### config.mk
export PLATFORM = sky130hd
export DESIGN_NAME = rgb_led_serial_transmitter
export DESIGN_NICKNAME = d
export VERILOG_FILES = /design/src/hw/rtl/rlst_pkg.sv /design/src/hw/rtl/rlst_front.sv /design/src/hw/rtl/rlst_queue.sv /design/src/hw/rtl/rlst_back.sv /design/src/hw/rtl/rgb_led_serial_transmitter.sv
export SDC_FILE = /design/constraint.sdc
export NUM_CORES = 1
export LEC_CHECK = 0
export ABC_AREA = 1
export BUFFER_PORTS_ARGS = -buffer_cell sky130_fd_sc_hd__buf_2
export CAP_MARGIN = 20
export CORE_MARGIN = 2
export CORE_UTILIZATION = 55
export DETAILED_ROUTE_END_ITERATION = 10
export PLACE_DENSITY = 0.72
export SLEW_MARGIN = 20
export SYNTH_ARGS = -nofsm -noshare
export SYNTH_HDL_FRONTEND = slang
export SYNTH_SLANG_ARGS = --single-unit
### constraint.sdc
create_clock -name clk_i -period 4.43 [get_ports clk_i]
set_clock_uncertainty 0.2 [all_clocks]
set_input_delay 0.2215 -clock clk_i [delete_from_list [all_inputs] [get_ports clk_i]]
set_output_delay 0.2215 -clock clk_i [all_outputs]
set_load 0.02 [all_outputs]
### src/hw/rtl/rlst_pkg.sv
// shared types, codes and reset values for the rgb led serial transmitter
package rlst_pkg;

  localparam int unsigned MaxLedsDefault    = 255;
  localparam int unsigned BitsPerLedDefault = 24;
  localparam int unsigned QueueDepth        = 4;
  localparam int unsigned ColourW           = 24;

  localparam logic [7:0]  LedTotalReset  = 8'd1;
  localparam logic [15:0] OneHighReset   = 16'd12;
  localparam logic [15:0] OneLowReset    = 16'd10;
  localparam logic [15:0] ZeroHighReset  = 16'd3;
  localparam logic [15:0] ZeroLowReset   = 16'd8;
  localparam logic [15:0] LatchReset     = 16'd10;
  localparam logic        InvertReset    = 1'b1;

  typedef enum logic [1:0] {
    PhIdle  = 2'd0,
    PhLatch = 2'd1,
    PhHigh  = 2'd2,
    PhLow   = 2'd3
  } phase_e;

  typedef enum logic [2:0] {
    ClsBlue   = 3'd0,
    ClsGreen  = 3'd1,
    ClsRed    = 3'd2,
    ClsYellow = 3'd3,
    ClsOther  = 3'd4
  } colour_class_e;

  typedef enum logic [2:0] {
    RegLedTotal  = 3'd0,
    RegOneHigh   = 3'd1,
    RegOneLow    = 3'd2,
    RegZeroHigh  = 3'd3,
    RegZeroLow   = 3'd4,
    RegLatch     = 3'd5,
    RegInvert    = 3'd6
  } reg_idx_e;

  // one queued command from the front end
  typedef struct packed {
    logic                 load;
    colour_class_e        cls;
    logic [ColourW-1:0]   word;
  } cmd_t;

  typedef struct packed {
    logic [7:0]  led_total;
    logic [15:0] one_high;
    logic [15:0] one_low;
    logic [15:0] zero_high;
    logic [15:0] zero_low;
    logic [15:0] latch;
    logic        invert;
  } cfg_t;

  // lowest bit first: line_level, busy_res, colour_class, load_refused
  typedef struct packed {
    logic          load_refused;
    colour_class_e colour_class;
    logic          busy_res;
    logic          line_level;
  } result_t;

endpackage

### src/hw/rtl/rlst_front.sv
// front end: accepts words, masks missing bytes and classifies the colour
module rlst_front (
  input  logic              s_axis_tvalid,
  output logic              s_axis_tready,
  input  logic [31:0]       s_axis_tdata,  // red, green, blue, byte_count, zero fill
  input  logic              s_axis_tuser,  // action
  output logic              push_valid_o,
  input  logic              push_ready_i,
  output rlst_pkg::cmd_t    push_cmd_o
);
  import rlst_pkg::*;

  logic [1:0] byte_count;
  logic [7:0] red, green, blue;
  logic       r_nz, g_nz, b_nz;
  colour_class_e cls;

  assign byte_count = s_axis_tdata[25:24];
  assign red   = (byte_count >= 2'd1) ? s_axis_tdata[7:0]   : 8'd0;
  assign green = (byte_count >= 2'd2) ? s_axis_tdata[15:8]  : 8'd0;
  assign blue  = (byte_count == 2'd3) ? s_axis_tdata[23:16] : 8'd0;

  assign r_nz = |red;
  assign g_nz = |green;
  assign b_nz = |blue;

  always_comb begin
    unique case ({r_nz, g_nz, b_nz})
      3'b001:  cls = ClsBlue;
      3'b010:  cls = ClsGreen;
      3'b100:  cls = ClsRed;
      3'b110:  cls = ClsYellow;
      default: cls = ClsOther;
    endcase
  end

  assign push_valid_o    = s_axis_tvalid;
  assign s_axis_tready   = push_ready_i;
  assign push_cmd_o.load = s_axis_tuser;
  assign push_cmd_o.cls  = cls;
  assign push_cmd_o.word = {green, red, blue};

endmodule

### src/hw/rtl/rlst_queue.sv
// small command queue between front end and waveform engine
module rlst_queue (
  input  logic           clk_i,
  input  logic           rst_ni,
  input  logic           push_valid_i,
  output logic           push_ready_o,
  input  rlst_pkg::cmd_t push_cmd_i,
  output logic           pop_valid_o,
  input  logic           pop_ready_i,
  output rlst_pkg::cmd_t pop_cmd_o
);
  import rlst_pkg::*;

  localparam int unsigned PtrW = $clog2(QueueDepth);
  localparam int unsigned CntW = $clog2(QueueDepth + 1);

  cmd_t            mem_q [QueueDepth];
  logic [PtrW-1:0] wr_ptr_q, wr_ptr_d, rd_ptr_q, rd_ptr_d;
  logic [CntW-1:0] count_q, count_d;
  logic            push, pop;

  assign push_ready_o = (count_q != CntW'(QueueDepth));
  assign pop_valid_o  = (count_q != '0);
  assign push = push_valid_i & push_ready_o;
  assign pop  = pop_valid_o & pop_ready_i;
  assign pop_cmd_o = mem_q[rd_ptr_q];

  always_comb begin
    wr_ptr_d = push ? ((wr_ptr_q == PtrW'(QueueDepth - 1)) ? '0 : wr_ptr_q + 1'b1) : wr_ptr_q;
    rd_ptr_d = pop  ? ((rd_ptr_q == PtrW'(QueueDepth - 1)) ? '0 : rd_ptr_q + 1'b1) : rd_ptr_q;
    count_d  = count_q;
    if (push && !pop) begin
      count_d = count_q + 1'b1;
    end else if (pop && !push) begin
      count_d = count_q - 1'b1;
    end
  end

  always_ff @(posedge clk_i or negedge rst_ni) begin
    if (!rst_ni) begin
      wr_ptr_q <= '0;
      rd_ptr_q <= '0;
      count_q  <= '0;
    end else begin
      wr_ptr_q <= wr_ptr_d;
      rd_ptr_q <= rd_ptr_d;
      count_q  <= count_d;
    end
  end

  always_ff @(posedge clk_i) begin
    if (push) begin
      mem_q[wr_ptr_q] <= push_cmd_i;
    end
  end

  a_count_bound: assert property (@(posedge clk_i) disable iff (!rst_ni)
    count_q <= CntW'(QueueDepth)) else $error("queue count overflow");

  a_ptr_track: assert property (@(posedge clk_i) disable iff (!rst_ni)
    (count_q == '0) |-> (wr_ptr_q == rd_ptr_q)) else $error("queue pointers disagree when empty");

endmodule

### src/hw/rtl/rlst_back.sv
// waveform engine: runs the latch and bit phases and registers one result per command
module rlst_back #(
  parameter int unsigned MAX_LEDS     = rlst_pkg::MaxLedsDefault,
  parameter int unsigned BITS_PER_LED = rlst_pkg::BitsPerLedDefault
) (
  input  logic           clk_i,
  input  logic           rst_ni,
  input  rlst_pkg::cfg_t cfg_i,
  input  logic           pop_valid_i,
  output logic           pop_ready_o,
  input  rlst_pkg::cmd_t pop_cmd_i,
  output logic           m_axis_tvalid,
  input  logic           m_axis_tready,
  output logic [7:0]     m_axis_tdata   // line_level, busy_res, colour_class, load_refused
);
  import rlst_pkg::*;

  localparam int unsigned BitW   = $clog2(BITS_PER_LED);
  localparam int unsigned LedCap = (MAX_LEDS > 255) ? 255 : MAX_LEDS;

  logic [ColourW-1:0]      word_q, word_d;
  logic [BitW-1:0]         bit_q, bit_d;
  logic [7:0]              leds_q, leds_d;
  phase_e                  phase_q, phase_d;
  logic [15:0]             tick_q, tick_d;
  colour_class_e           cls_q, cls_d;
  logic                    out_valid_q, out_valid_d;
  result_t                 out_q, res;

  logic                    fire;
  logic [16:0]             tick_inc;
  logic [BITS_PER_LED-1:0] word_ext;
  logic [BitW-1:0]         bit_idx;
  logic                    cur_bit;
  logic [15:0]             high_len, low_len;
  logic                    idle_pin;
  logic [7:0]              leds_dec;

  assign pop_ready_o = ~out_valid_q | m_axis_tready;
  assign fire        = pop_valid_i & pop_ready_o;

  assign tick_inc = {1'b0, tick_q} + 17'd1;
  assign word_ext = BITS_PER_LED'(word_q);
  assign bit_idx  = BitW'(BITS_PER_LED - 1) - bit_q;
  assign cur_bit  = word_ext[bit_idx];
  assign high_len = cur_bit ? cfg_i.one_high : cfg_i.zero_high;
  assign low_len  = cur_bit ? cfg_i.one_low  : cfg_i.zero_low;
  assign idle_pin = cfg_i.invert;

  always_comb begin
    word_d  = word_q;
    bit_d   = bit_q;
    leds_d  = leds_q;
    phase_d = phase_q;
    tick_d  = tick_q;
    cls_d   = cls_q;
    leds_dec = leds_q;
    res.line_level   = idle_pin;
    res.busy_res     = 1'b0;
    res.load_refused = 1'b0;

    if (pop_cmd_i.load) begin
      if (phase_q != PhIdle) begin
        // busy: drop the load, report the level being held
        res.load_refused = 1'b1;
        res.busy_res     = 1'b1;
        res.line_level   = (phase_q == PhHigh) ? ~idle_pin : idle_pin;
      end else begin
        cls_d   = pop_cmd_i.cls;
        word_d  = pop_cmd_i.word;
        leds_d  = (cfg_i.led_total > 8'(LedCap)) ? 8'(LedCap) : cfg_i.led_total;
        bit_d   = '0;
        tick_d  = '0;
        phase_d = PhLatch;
        res.busy_res = 1'b1;
      end
    end else begin
      unique case (phase_q)
        PhIdle: begin
        end
        PhLatch: begin
          res.busy_res = 1'b1;
          tick_d = tick_inc[15:0];
          if (tick_inc >= {1'b0, cfg_i.latch}) begin
            tick_d  = '0;
            phase_d = (leds_q == '0) ? PhIdle : PhHigh;
          end
        end
        PhHigh: begin
          res.busy_res   = 1'b1;
          res.line_level = ~idle_pin;
          tick_d = tick_inc[15:0];
          if (tick_inc >= {1'b0, high_len}) begin
            tick_d  = '0;
            phase_d = PhLow;
          end
        end
        PhLow: begin
          res.busy_res = 1'b1;
          tick_d = tick_inc[15:0];
          if (tick_inc >= {1'b0, low_len}) begin
            tick_d = '0;
            bit_d  = bit_q + 1'b1;
            if (bit_q == BitW'(BITS_PER_LED - 1)) begin
              bit_d = '0;
              if (leds_q != '0) begin
                leds_dec = leds_q - 1'b1;
              end
            end
            leds_d = leds_dec;
            if (leds_dec == '0) begin
              phase_d = PhIdle;
              bit_d   = '0;
            end else begin
              phase_d = PhHigh;
            end
          end
        end
        default: begin
        end
      endcase
    end
    res.colour_class = cls_d;
  end

  assign out_valid_d = fire | (out_valid_q & ~m_axis_tready);

  always_ff @(posedge clk_i or negedge rst_ni) begin
    if (!rst_ni) begin
      word_q      <= '0;
      bit_q       <= '0;
      leds_q      <= '0;
      phase_q     <= PhIdle;
      tick_q      <= '0;
      cls_q       <= ClsOther;
      out_valid_q <= 1'b0;
    end else begin
      out_valid_q <= out_valid_d;
      if (fire) begin
        word_q  <= word_d;
        bit_q   <= bit_d;
        leds_q  <= leds_d;
        phase_q <= phase_d;
        tick_q  <= tick_d;
        cls_q   <= cls_d;
      end
    end
  end

  always_ff @(posedge clk_i) begin
    if (fire) begin
      out_q <= res;
    end
  end

  assign m_axis_tvalid = out_valid_q;
  assign m_axis_tdata  = {2'b00, out_q};

  a_idle_clean: assert property (@(posedge clk_i) disable iff (!rst_ni)
    (phase_q == PhIdle) |-> (bit_q == '0 && tick_q == '0)) else $error("idle with stale counters");

  a_bit_phase_has_led: assert property (@(posedge clk_i) disable iff (!rst_ni)
    (phase_q == PhHigh || phase_q == PhLow) |-> (leds_q != '0)) else $error("bit phase with no leds");

  a_refused_busy: assert property (@(posedge clk_i) disable iff (!rst_ni)
    (fire && res.load_refused) |-> (res.busy_res && phase_q != PhIdle)) else $error("refusal while idle");

  a_result_follows: assert property (@(posedge clk_i) disable iff (!rst_ni)
    fire |=> m_axis_tvalid) else $error("command lost before output");

endmodule

### src/hw/rtl/rgb_led_serial_transmitter.sv
// top level of the rgb led serial transmitter with its register file
//
// usage:
//   s_axis carries one word per waveform tick or colour load. tuser is the action
//   (0: one tick passes, 1: load a colour); tdata carries red, green, blue and
//   byte_count, where bytes beyond byte_count read as zero.
//   m_axis returns exactly one word per input word: the pin level, busy flag,
//   current colour class and a flag for a load refused while a frame runs.
//   the apb port holds led count, the four bit phase lengths, the latch length
//   and line polarity; write it only while no word is in flight.
// timing:
//   an accepted input word is written into the command queue; its result is
//   registered in the output register when the engine takes it from the queue,
//   and shows on m_axis from there. one word per clock is sustained while m_axis
//   is not stalled; the waveform engine retires one command per cycle unless
//   m_axis stalls, and its longest path is the 16-bit tick increment and compare.
// reset:
//   registers return to their defaults, the queue empties and the engine goes
//   idle with class other. a stalled m_axis fills the 4-entry queue, after
//   which s_axis_tready drops until the receiver takes words again.
module rgb_led_serial_transmitter #(
  parameter int unsigned MAX_LEDS     = rlst_pkg::MaxLedsDefault,
  parameter int unsigned BITS_PER_LED = rlst_pkg::BitsPerLedDefault
) (
  input  logic        clk_i,
  input  logic        rst_ni,
  // input stream
  input  logic        s_axis_tvalid,
  output logic        s_axis_tready,
  input  logic [31:0] s_axis_tdata,   // red[7:0], green[15:8], blue[23:16], byte_count[25:24]
  input  logic        s_axis_tuser,   // action
  // result stream
  output logic        m_axis_tvalid,
  input  logic        m_axis_tready,
  output logic [7:0]  m_axis_tdata,   // line_level[0], busy_res[1], colour_class[4:2], load_refused[5]
  // register port
  input  logic        psel,
  input  logic        penable,
  input  logic        pwrite,
  input  logic [4:0]  paddr,
  input  logic [31:0] pwdata,
  output logic [31:0] prdata,
  output logic        pready
);
  import rlst_pkg::*;

  cfg_t     cfg_q;
  reg_idx_e reg_idx;
  logic     cfg_wr;

  logic     push_valid, push_ready;
  cmd_t     push_cmd;
  logic     pop_valid, pop_ready;
  cmd_t     pop_cmd;

  // register file: word-aligned, index in paddr[4:2]
  assign pready  = 1'b1;
  assign reg_idx = reg_idx_e'(paddr[4:2]);
  assign cfg_wr  = psel & penable & pwrite;

  always_ff @(posedge clk_i or negedge rst_ni) begin
    if (!rst_ni) begin
      cfg_q.led_total <= LedTotalReset;
      cfg_q.one_high  <= OneHighReset;
      cfg_q.one_low   <= OneLowReset;
      cfg_q.zero_high <= ZeroHighReset;
      cfg_q.zero_low  <= ZeroLowReset;
      cfg_q.latch     <= LatchReset;
      cfg_q.invert    <= InvertReset;
    end else if (cfg_wr) begin
      unique case (reg_idx)
        RegLedTotal: cfg_q.led_total <= pwdata[7:0];
        RegOneHigh:  cfg_q.one_high  <= pwdata[15:0];
        RegOneLow:   cfg_q.one_low   <= pwdata[15:0];
        RegZeroHigh: cfg_q.zero_high <= pwdata[15:0];
        RegZeroLow:  cfg_q.zero_low  <= pwdata[15:0];
        RegLatch:    cfg_q.latch     <= pwdata[15:0];
        RegInvert:   cfg_q.invert    <= pwdata[0];
        default: begin
        end
      endcase
    end
  end

  always_comb begin
    unique case (reg_idx)
      RegLedTotal: prdata = {24'd0, cfg_q.led_total};
      RegOneHigh:  prdata = {16'd0, cfg_q.one_high};
      RegOneLow:   prdata = {16'd0, cfg_q.one_low};
      RegZeroHigh: prdata = {16'd0, cfg_q.zero_high};
      RegZeroLow:  prdata = {16'd0, cfg_q.zero_low};
      RegLatch:    prdata = {16'd0, cfg_q.latch};
      RegInvert:   prdata = {31'd0, cfg_q.invert};
      default:     prdata = '0;
    endcase
  end

  // front end: byte masking and colour classification
  rlst_front u_front (
    .s_axis_tvalid (s_axis_tvalid),
    .s_axis_tready (s_axis_tready),
    .s_axis_tdata  (s_axis_tdata),
    .s_axis_tuser  (s_axis_tuser),
    .push_valid_o  (push_valid),
    .push_ready_i  (push_ready),
    .push_cmd_o    (push_cmd)
  );

  // decouples the input side from the engine and output stalls
  rlst_queue u_queue (
    .clk_i        (clk_i),
    .rst_ni       (rst_ni),
    .push_valid_i (push_valid),
    .push_ready_o (push_ready),
    .push_cmd_i   (push_cmd),
    .pop_valid_o  (pop_valid),
    .pop_ready_i  (pop_ready),
    .pop_cmd_o    (pop_cmd)
  );

  // waveform engine and output register
  rlst_back #(
    .MAX_LEDS     (MAX_LEDS),
    .BITS_PER_LED (BITS_PER_LED)
  ) u_back (
    .clk_i         (clk_i),
    .rst_ni        (rst_ni),
    .cfg_i         (cfg_q),
    .pop_valid_i   (pop_valid),
    .pop_ready_o   (pop_ready),
    .pop_cmd_i     (pop_cmd),
    .m_axis_tvalid (m_axis_tvalid),
    .m_axis_tready (m_axis_tready),
    .m_axis_tdata  (m_axis_tdata)
  );

endmodule

=== Word level (Yosys, flattened, before mapping) ===
Memories as Yosys holds them, arrays and structs flattened.
Cells that the tools add are included.

* Output and inout bits: 43
* Memory bits (writable): 112
* ROM bits: 0
* Memories: 1
* Bits in latches: 0
* Logic and storage cells: 151
* Register bits after elaboration: 161

* Bitwise gates (word level): 11
* Add/subtract/negate cells: 8
* Muxes and demuxes: 52
* Divide/modulo/power cells: 0
* Order comparisons: 7
* Reductions and logical operators: 29
* Shift operators: 0
* Equality and inequality tests: 22
* Multiply operators: 0

{| class="wikitable"
|+ Memories
! name !! words !! bits a word !! rd ports !! clocked after Yosys merged registers in !! wr ports !! line !! text
|-
| u_queue.mem_q || 4 || 28 || 1 || 0 || 1 || rlst_queue.sv:17 || <nowiki>cmd_t mem_q [QueueDepth];</nowiki>
|}

{| class="wikitable"
|+ Operator list
! kind !! count
|-
| $mux W16 || 7
|-
| $pmux W16 S7 || 1
|-
| $mux W8 || 13
|-
| $ge A17 B16 Y1 || 3
|-
| $pmux W16 S3 || 1
|-
| $mux W5 || 6
|-
| $reduce_or A8 Y1 || 3
|-
| $mux W2 || 9
|-
| $add A16 B1 Y17 const B || 1
|-
| $logic_not A8 Y1 || 2
|-
| $eq A3 B3 Y1 const B || 5
|-
| $reduce_and A2 Y1 || 7
|-
| $mux W3 || 4
|-
| $pmux W3 S4 || 1
|-
| $eq A2 B2 Y1 const B || 5
|-
| $eq A3 B2 Y1 const B || 3
|-
| $gt A8 B8 Y1 const B || 1
|-
| $mux W1 || 8
|-
| $reduce_bool A2 Y1 || 4
|-
| $reduce_bool A8 Y1 || 1
|-
| $sub A8 B1 Y8 const B || 1
|-
| $eq A3 B1 Y1 const B || 2
|-
| $lt A5 B6 Y1 const B || 1
|-
| $ne A3 B2 Y1 const B || 2
|-
| 25 further kinds || 38
|}

=== Logic depth before layout (Yosys ltp) ===
Gate-level depths: netlist of the first run.

* Depth after elaboration: 13
* Gate-level depth with buffers: 26

=== By module ===
A second synthesis of the first run with hierarchy kept.

* Cell total of the unflattened synthesis: 1,825
* Area total of the unflattened synthesis: 15,775.1 um^2

{| class="wikitable"
|+ Modules (own cells, without submodules)
! module !! area each (um^2) !! times used !! seq. area each (um^2) !! cells an instance
|-
| rlst_back || 5,591.6 || 1 || 1,657.8 || 763
|-
| rlst_queue || 5,073.6 || 1 || 3,538.4 || 385
|-
| rgb_led_serial_transmitter || 4,739.5 || 1 || 2,240.9 || 595
|-
| rlst_front || 370.4 || 1 || 0.0 || 82
|}

=== Least setup slack after synthesis of the first run ===
Ideal clock, no wire load.

* Kind: register to register
* Start point: register u_back.bit_q[0]
* End point: register u_back.leds_q[5]
* Arrival time: 3.067 ns
* Setup slack: 1.039 ns
* Stages on the path, launching flop included: 21
* Period minus slack after synthesis: 3.391 ns
* Library setup time: 0.123 ns
* Cell sequence: dfrtp_1 -> inv_2 -> buf_2 -> nor2_1 -> o221ai_1 -> o21ai_1 -> a21oi_1 -> o2bb2ai_4 -> buf_2 -> nand2_1 -> o21ai_0 -> ha_1 -> inv_1 -> nor3_1 -> nor3b_1 -> nand3b_4 -> nand4_4 -> nand2_4 -> buf_12 -> nand2_2 -> o21ai_2

* Longest elaborated chain between the ends: 8

{| class="wikitable"
|+ RTL lines
! element !! line !! text
|-
| start, declared || rlst_back.sv:22 || <nowiki>logic [BitW-1:0] bit_q, bit_d;</nowiki>
|-
| start signal, assigned || rlst_back.sv:141 || <nowiki>bit_q <= bit_d;</nowiki>
|-
| branches (longest 8 deep; another with $ge A17 B16 Y1) || n/a ||
|-
| end signal, assigned || rlst_back.sv:142 || <nowiki>leds_q <= leds_d;</nowiki>
|-
| end, declared || rlst_back.sv:23 || <nowiki>logic [7:0] leds_q, leds_d;</nowiki>
|}

Several ways; the timed one is not identified. The select of a mux whose other input is x is not followed.
A chain may end at the register's enable or synchronous reset.

=== Worst setup path after layout of the first run ===
* Start point: register u_back.bit_q[0]
* End point: register u_back.leds_q[7]

The elaborated chain is that of the path after synthesis.

==> results.toml, run 1 <==
[run]
cap_violations = 0

[power]
powerDensity_nw_per_um2 = 657
report.power.total_mw = 11.1
leakage_nw = 7.69
peakVddDrop_mv = 0.354

[timing]
hold_viol_final = 0
tightest_slew_ns = 1.07
fin_crit_sh_pct = 93.0
drv_slew = 0
final-setup-viol-count = 0
worst_slack_ns = 0.308
fmax_mhz = 243
rsz0062_at_grt = "false"
setup_tns_ns = 0
min_period_ns = 4.12
max-slew-margin-rel_pct = 28.5

[worst_setup_path]
endpoint_kind = "register"
r2r_start = "u_back.bit_q[0]"
critPathTopFamily = "compound AO/OA/AOI/OAI gates"
crit_path_max_fanout = 26
r2r_cells = 18
r2r_setup_slack_ns = 0.31
worst_path_max_delay_cell = "o2bb2ai_2"
path_buf_inv = 2
cp.arrival_ns = 4.41
crit_chain = "buf_4 -> o21ai_0 -> o221ai_1 -> and3_1 -> o2bb2ai_2 -> buf_4 -> nand2_1 -> o21ai_0 -> ha_1 -> a21oi_1 -> o21ai_0 -> a21oi_1 -> nor2_2 -> nor2_8 -> nand4_4 -> nand2_4 -> nor2_1 -> a21oi_2"
critPathLaunchType = "register"
crit_top_cell = "o21ai_0"
path_class = "register to register"
required_ns = 4.71
cpPeakStageDelay_ns = 0.46
r2r-end = "u_back.leds_q[7]"

[finish]
final_common_cell = "nand2_1"
layout-drive-gt1-share_pct = 12.4
final_cell_mix = "nand2_1 (350), o21ai_0 (228), nor2_1 (210)"
fin_nets = 1969
area_delta_synth_final_pct = 15.1
diodes = 0

[route]
finalWirelength_um = 38100
first_iter_violations = 1223
vias = 12400
first_pass_iters = 10
drc = 5
antenna_left = 0
wire_per_inst_um = 17.4
via_per_inst = 5.68

[synthesis]
synthDistinctLibCells = 60
synth.cell_area_um2 = 14700
synth_area_per_cell_um2 = 8.57
ys_async_sr_fraction_pct = 56.8
yosys_warnings = 0
syn_inst = 1715
ys_seq_area_share_pct = 50.6
synth_ff_type = "dfrtp_1"
ys_seq_elements = 273
synth_edf_count = 118

[clock_tree]
cts_buffers = 30
clk_pin_slew_ns = 0.06
clock_latency_ns = 0.58
cts_htree_levels = 1
clockRootBuffer = "clkbuf_16"
clkSinkCount = 273
tritoncts = "yes"
cts.path.max_buffers = 3

[min_path]
min_path_cells = 3
holdCritStartpoint = "s_axis_tdata[24]"
hold_end = "u_queue.mem_q[1][10]"
hp-class = "primary input to register"

[global_routing]
grt_pass1_wl_um = 61200
grt_max_degree = 105
grtUsageTotal_pct = 27.0
grt-ovfl-total = 0
antenna_found_initial = 0
first_global_vias = 11800

[die]
die_x_um = 167
ios = 120
core_area_um2 = 26100
die_h_um = 167
rows = 59
dieArea_um2 = 28000
start_util_pct = 56.2

[outcome]
violations = "design-rule violations"
status = "finished with violations"

[placed_design]
dp_slack_ns = 0.273
gp_congestion = 0.945
portBuffers = 76
hpwl_um = 24600
## per-layer routing
layer / vias up / routed length (um) / track usage (%)
li1: 5936 / - / -
met1: 5974 / 16600 / 36.7
met2: 457 / 18300 / 46.1
met3: 71 / 2390 / 3.29
met4: 0 / 831 / 7.64
met5: - / 0 / 0
## final cells by class
class	instances	area [um^2]
Tap cell	335	419
Sequential cell	273	7440
Clock buffer	48	870
Timing Repair Buffer	152	1120
Fill cell	2124	9220
Clock inverter	8	118
Inverter	198	743
Multi-Input combinational cell	1177	6200
## registers in the layout, summed over array words and instances (netlist names)
register,cells
u_queue.mem_q,112
cfg_q,89
u_back.word_ext,24
u_back.tick_q,16
u_back.leds_q,8
u_back.m_axis_tdata,6
u_back.bit_q,5
u_back.cls_q,3
u_queue.count_q,3
u_back.phase_q,2
u_queue.rd_ptr_q,2
u_queue.wr_ptr_q,2
u_back.m_axis_tvalid,1
## synthesized netlist by cell type, types with 4 or more instances
cell type	number	area (um^2)
o221ai_1	7	61.3
nand3_1	58	290
dfstp_2	12	315
a21oi_1	40	200
xor2_1	15	131
nor2_1	216	811
buf_4	20	150
nor3_1	9	45.0
o21ai_2	12	105
nand4_1	34	213
o21ai_0	228	1140
a221oi_1	10	87.6
xnor2_1	5	43.8
o21ai_1	4	20.0
o2111ai_1	6	52.6
nand2_2	15	93.8
inv_1	189	709
ha_1	59	738
inv_2	8	30.0
dfrtp_1	143	3580
a31oi_1	26	163
buf_2	15	75.1
nor4_1	5	31.3
edfxtp_1	118	3540
o22ai_1	17	106
clkbuf_1	44	165
nand2_1	355	1330
## repair_timing
item	4_1_cts	5_1_grt
setup buffers	0	2
endpoints found under the setup margin	0	30
resized for setup	0	6
hold buffers	48	1
endpoints found under the hold margin	290	29
## worst min-delay path, delay by kind of cell
| family | cells | cell delay, ns |
|---|---|---|
| AND/OR/NAND/NOR | 2 | 0.38 |
| buffers and inverters | 1 | 0.10 |
## worst max path at each step
stage               startpoint                end  slack [ns]  cells past startpoint
2_1_floorplan  u_back.bit_q[0]   u_back.leds_q[5]        1.04                     20
3_3_place_gp   u_back.bit_q[0]  u_back.phase_q[1]        0.28                     24
3_5_place_dp   u_back.bit_q[0]  u_back.phase_q[1]        0.27                     24
4_1_cts        u_back.bit_q[0]  u_back.phase_q[1]        0.21                     24
5_1_grt        u_back.bit_q[1]   u_back.leds_q[7]        0.04                     18
6_report       u_back.bit_q[0]   u_back.leds_q[7]        0.31                     18
## report_power, final
group,internal [mW],total (mW),switching (mW),leakage [nW]
sequential,3.36,3.76,0.405,2.99
combinational,1.64,4.87,3.23,4.23
clock,1.46,2.48,1.01,0.476
total,6.46,11.1,4.65,7.69
## stage by stage
| stage | cell area [um^2] | util [%] | hold WS, ns | std cells |
|---|---|---|---|---|
| after floorplan | 14800 | - | -0.274 | 1732 |
| after global placement | 15300 | 58.7 | 0.238 | 2082 |
| after detailed placement | 15300 | 58.7 | 0.225 | 2082 |
| after CTS | 16800 | 64.3 | 0.0356 | 2186 |
| after global routing | 16900 | 64.7 | 0.119 | 2191 |
| final | 16900 | 64.7 | 0.0764 | 2191 |
## cell families after synthesis
family	after synthesis	share of synthesized area, %
flops	273	50.6
xor+xnor	20	1.19
buf+inv	283	8.04
simple gates	717	21.1
fa+ha+maj	60	5.16
other cells	2	0.0511
mux	1	0.0766
compound gates	359	13.8
(Power assumes the default switching activity.)
==> run 2: changes to the inputs <==
--- a/config.mk
+++ b/config.mk
@@ -11,7 +11,7 @@
 export CORE_MARGIN = 2
 export CORE_UTILIZATION = 55
 export DETAILED_ROUTE_END_ITERATION = 10
-export PLACE_DENSITY = 0.72
+export PLACE_DENSITY_LB_ADDON = 0.25
 export SLEW_MARGIN = 20
 export SYNTH_ARGS = -nofsm -noshare
 export SYNTH_HDL_FRONTEND = slang
==> results.toml, run 2 (synthesized netlist as in run 1, its figures left out) <==
[finish]
regArea_um2 = 7440
layout-drive-gt1-share_pct = 12.6
fin_nets = 1971
multi_input_area_um2 = 6170
final_cell_mix = "nand2_1 (351), o21ai_0 (228), nor2_1 (211)"
diodes = 0
largest_reg_flops = 112
regMostFlops = "u_queue.mem_q"
final_common_cell = "nand2_1"
area_delta_synth_final_pct = 16.0
fin_util_pct = 65.2
fill_cells = 2086
instances_no_fill = 2194

[clock_tree]
clkSinkCount = 273
cts_htree_levels = 1
clk_pin_slew_ns = 0.06
clockRootBuffer = "clkbuf_16"
tritoncts = "yes"
cts.path.max_buffers = 3
clock_latency_ns = 0.58
cts_buffers = 31
postCtsSetupRepairBufs = 0

[route]
via_per_inst = 5.60
antenna_left = 0
vias = 12300
wire_per_inst_um = 17.6
drc = 7
first_pass_iters = 8
finalWirelength_um = 38500
first_iter_violations = 1084

[worst_setup_path]
r2r_setup_slack_ns = 0.32
crit_chain = "inv_2 -> o21ai_0 -> o221ai_1 -> o21ai_1 -> a21oi_1 -> o2bb2ai_4 -> buf_12 -> buf_4 -> nand2_1 -> o21ai_0 -> ha_1 -> nand4_1 -> nor4_1 -> nand2_1 -> buf_4 -> nand3_2 -> o21ai_0 -> nand3_1 -> nand2_1"
cp.arrival_ns = 4.37
r2r_start = "u_back.bit_q[0]"
crit_path_max_fanout = 46
endpoint_kind = "register"
path_class = "register to register"
r2r-end = "u_back.tick_q[8]"
cpPeakStageDelay_ns = 0.48
critPathLaunchType = "register"
startpoint = "u_back.bit_q[0]"
endpoint = "u_back.tick_q[8]"
r2r_cells = 19
required_ns = 4.69
worst_path_max_delay_cell = "dfrtp_1"

[die]
core_area_um2 = 26100
ios = 120
rows = 59
dieArea_um2 = 28000
die_h_um = 167
start_util_pct = 56.2
die_x_um = 167

[global_routing]
first_global_vias = 12000
grt_max_degree = 101
grtUsageTotal_pct = 27.5
grt_pass1_wl_um = 61500
antenna_found_initial = 0
grt-ovfl-total = 0

[timing]
final-setup-viol-count = 0
drv_slew = 0
hold_slack_ns = 0.0921
rsz0062_at_grt = "false"
setup_tns_ns = 0
tightest_slew_ns = 1.12
fin_crit_sh_pct = 92.7
max-slew-margin-rel_pct = 25.3
fmax_mhz = 244
worst_slack_ns = 0.325
min_period_ns = 4.11
hold_viol_final = 0

[run]
cap_violations = 0

[placed_design]
gp_congestion = 0.911
portBuffers = 76
placed_cells = 2085
dp_slack_ns = 0.298
hpwl_um = 25300

[outcome]
status = "finished with violations"
violations = "design-rule violations"

[power]
powerDensity_nw_per_um2 = 665
peakVddDrop_mv = 0.348
leakage_nw = 7.77

[min_path]
hp-class = "primary input to register"
==> run 2: cell count changes in the layout (fill, tap and decap cells not counted), moves of 2 or more <==
| cell | delta |
|---|---|
| clkbuf_1 | -8 |
| bufinv_16 | +4 |
| nor2_2 | -2 |
| clkinv_4 | +2 |
==> run 2: worst min-delay path by stage <==
stage,depth (start not counted),startpoint,end
after floorplan,0,rst_ni,cfg_q[10]
after global placement,1,rst_ni,u_back.leds_q[0]
after detailed placement,1,rst_ni,u_back.leds_q[0]
after CTS,3,s_axis_tdata[24],u_queue.mem_q[3][5]
after global routing,4,s_axis_tdata[24],u_queue.mem_q[1][14]
final,3,s_axis_tdata[24],u_queue.mem_q[3][5]
==> run 2: power breakdown <==
group	switching (mW)	internal [mW]	total [mW]
registers	0.429	3.36	3.79
logic	3.15	1.59	4.74
clock network	1.07	1.75	2.81
total	4.65	6.69	11.3
==> run 2: stage by stage <==
step / total power, mW / instance area (um^2)
final: 11.3 / 17000
after global routing: 12.2 / 17000
after floorplan: 7.12 / 14800
after CTS: 11.3 / 17000
after detailed placement: 8.46 / 15400
after global placement: 8.31 / 15400
==> run 2: timing repair <==
action | CTS | global route
resized for setup | 0 | 1
hold endpoints to repair | 281 | 0
setup endpoints to repair | 0 | 13
hold buffers | 50 | 0
==> run 2: cell type report <==
cell class                 instances  area share (%)
tap                              335            2.46
clock inverter                    16            1.51
multi-input combinational       1176            36.2
inverter                         198            4.36
timing repair buffer             154            6.70
clock buffer                      42            5.15
sequential                       273            43.6
==> run 2: critical path: cells and delay by family (launching register included) <==
kind            cells  cell delay (ns)
simple gates        7             1.14
compound gates      7             1.01
buf+inv             4             0.81
flops               1             0.48
fa+ha+maj           1             0.34
==> run 2: per-layer routing <==
layer  vias up  global-route usage [%]  wire length [um]
li1       5952                       -                 -
met1      5848                    36.3             16300
met2       408                    46.5             18700
met3        70                    3.71              2360
met4         0                    10.2              1150
met5         -                       0                 0
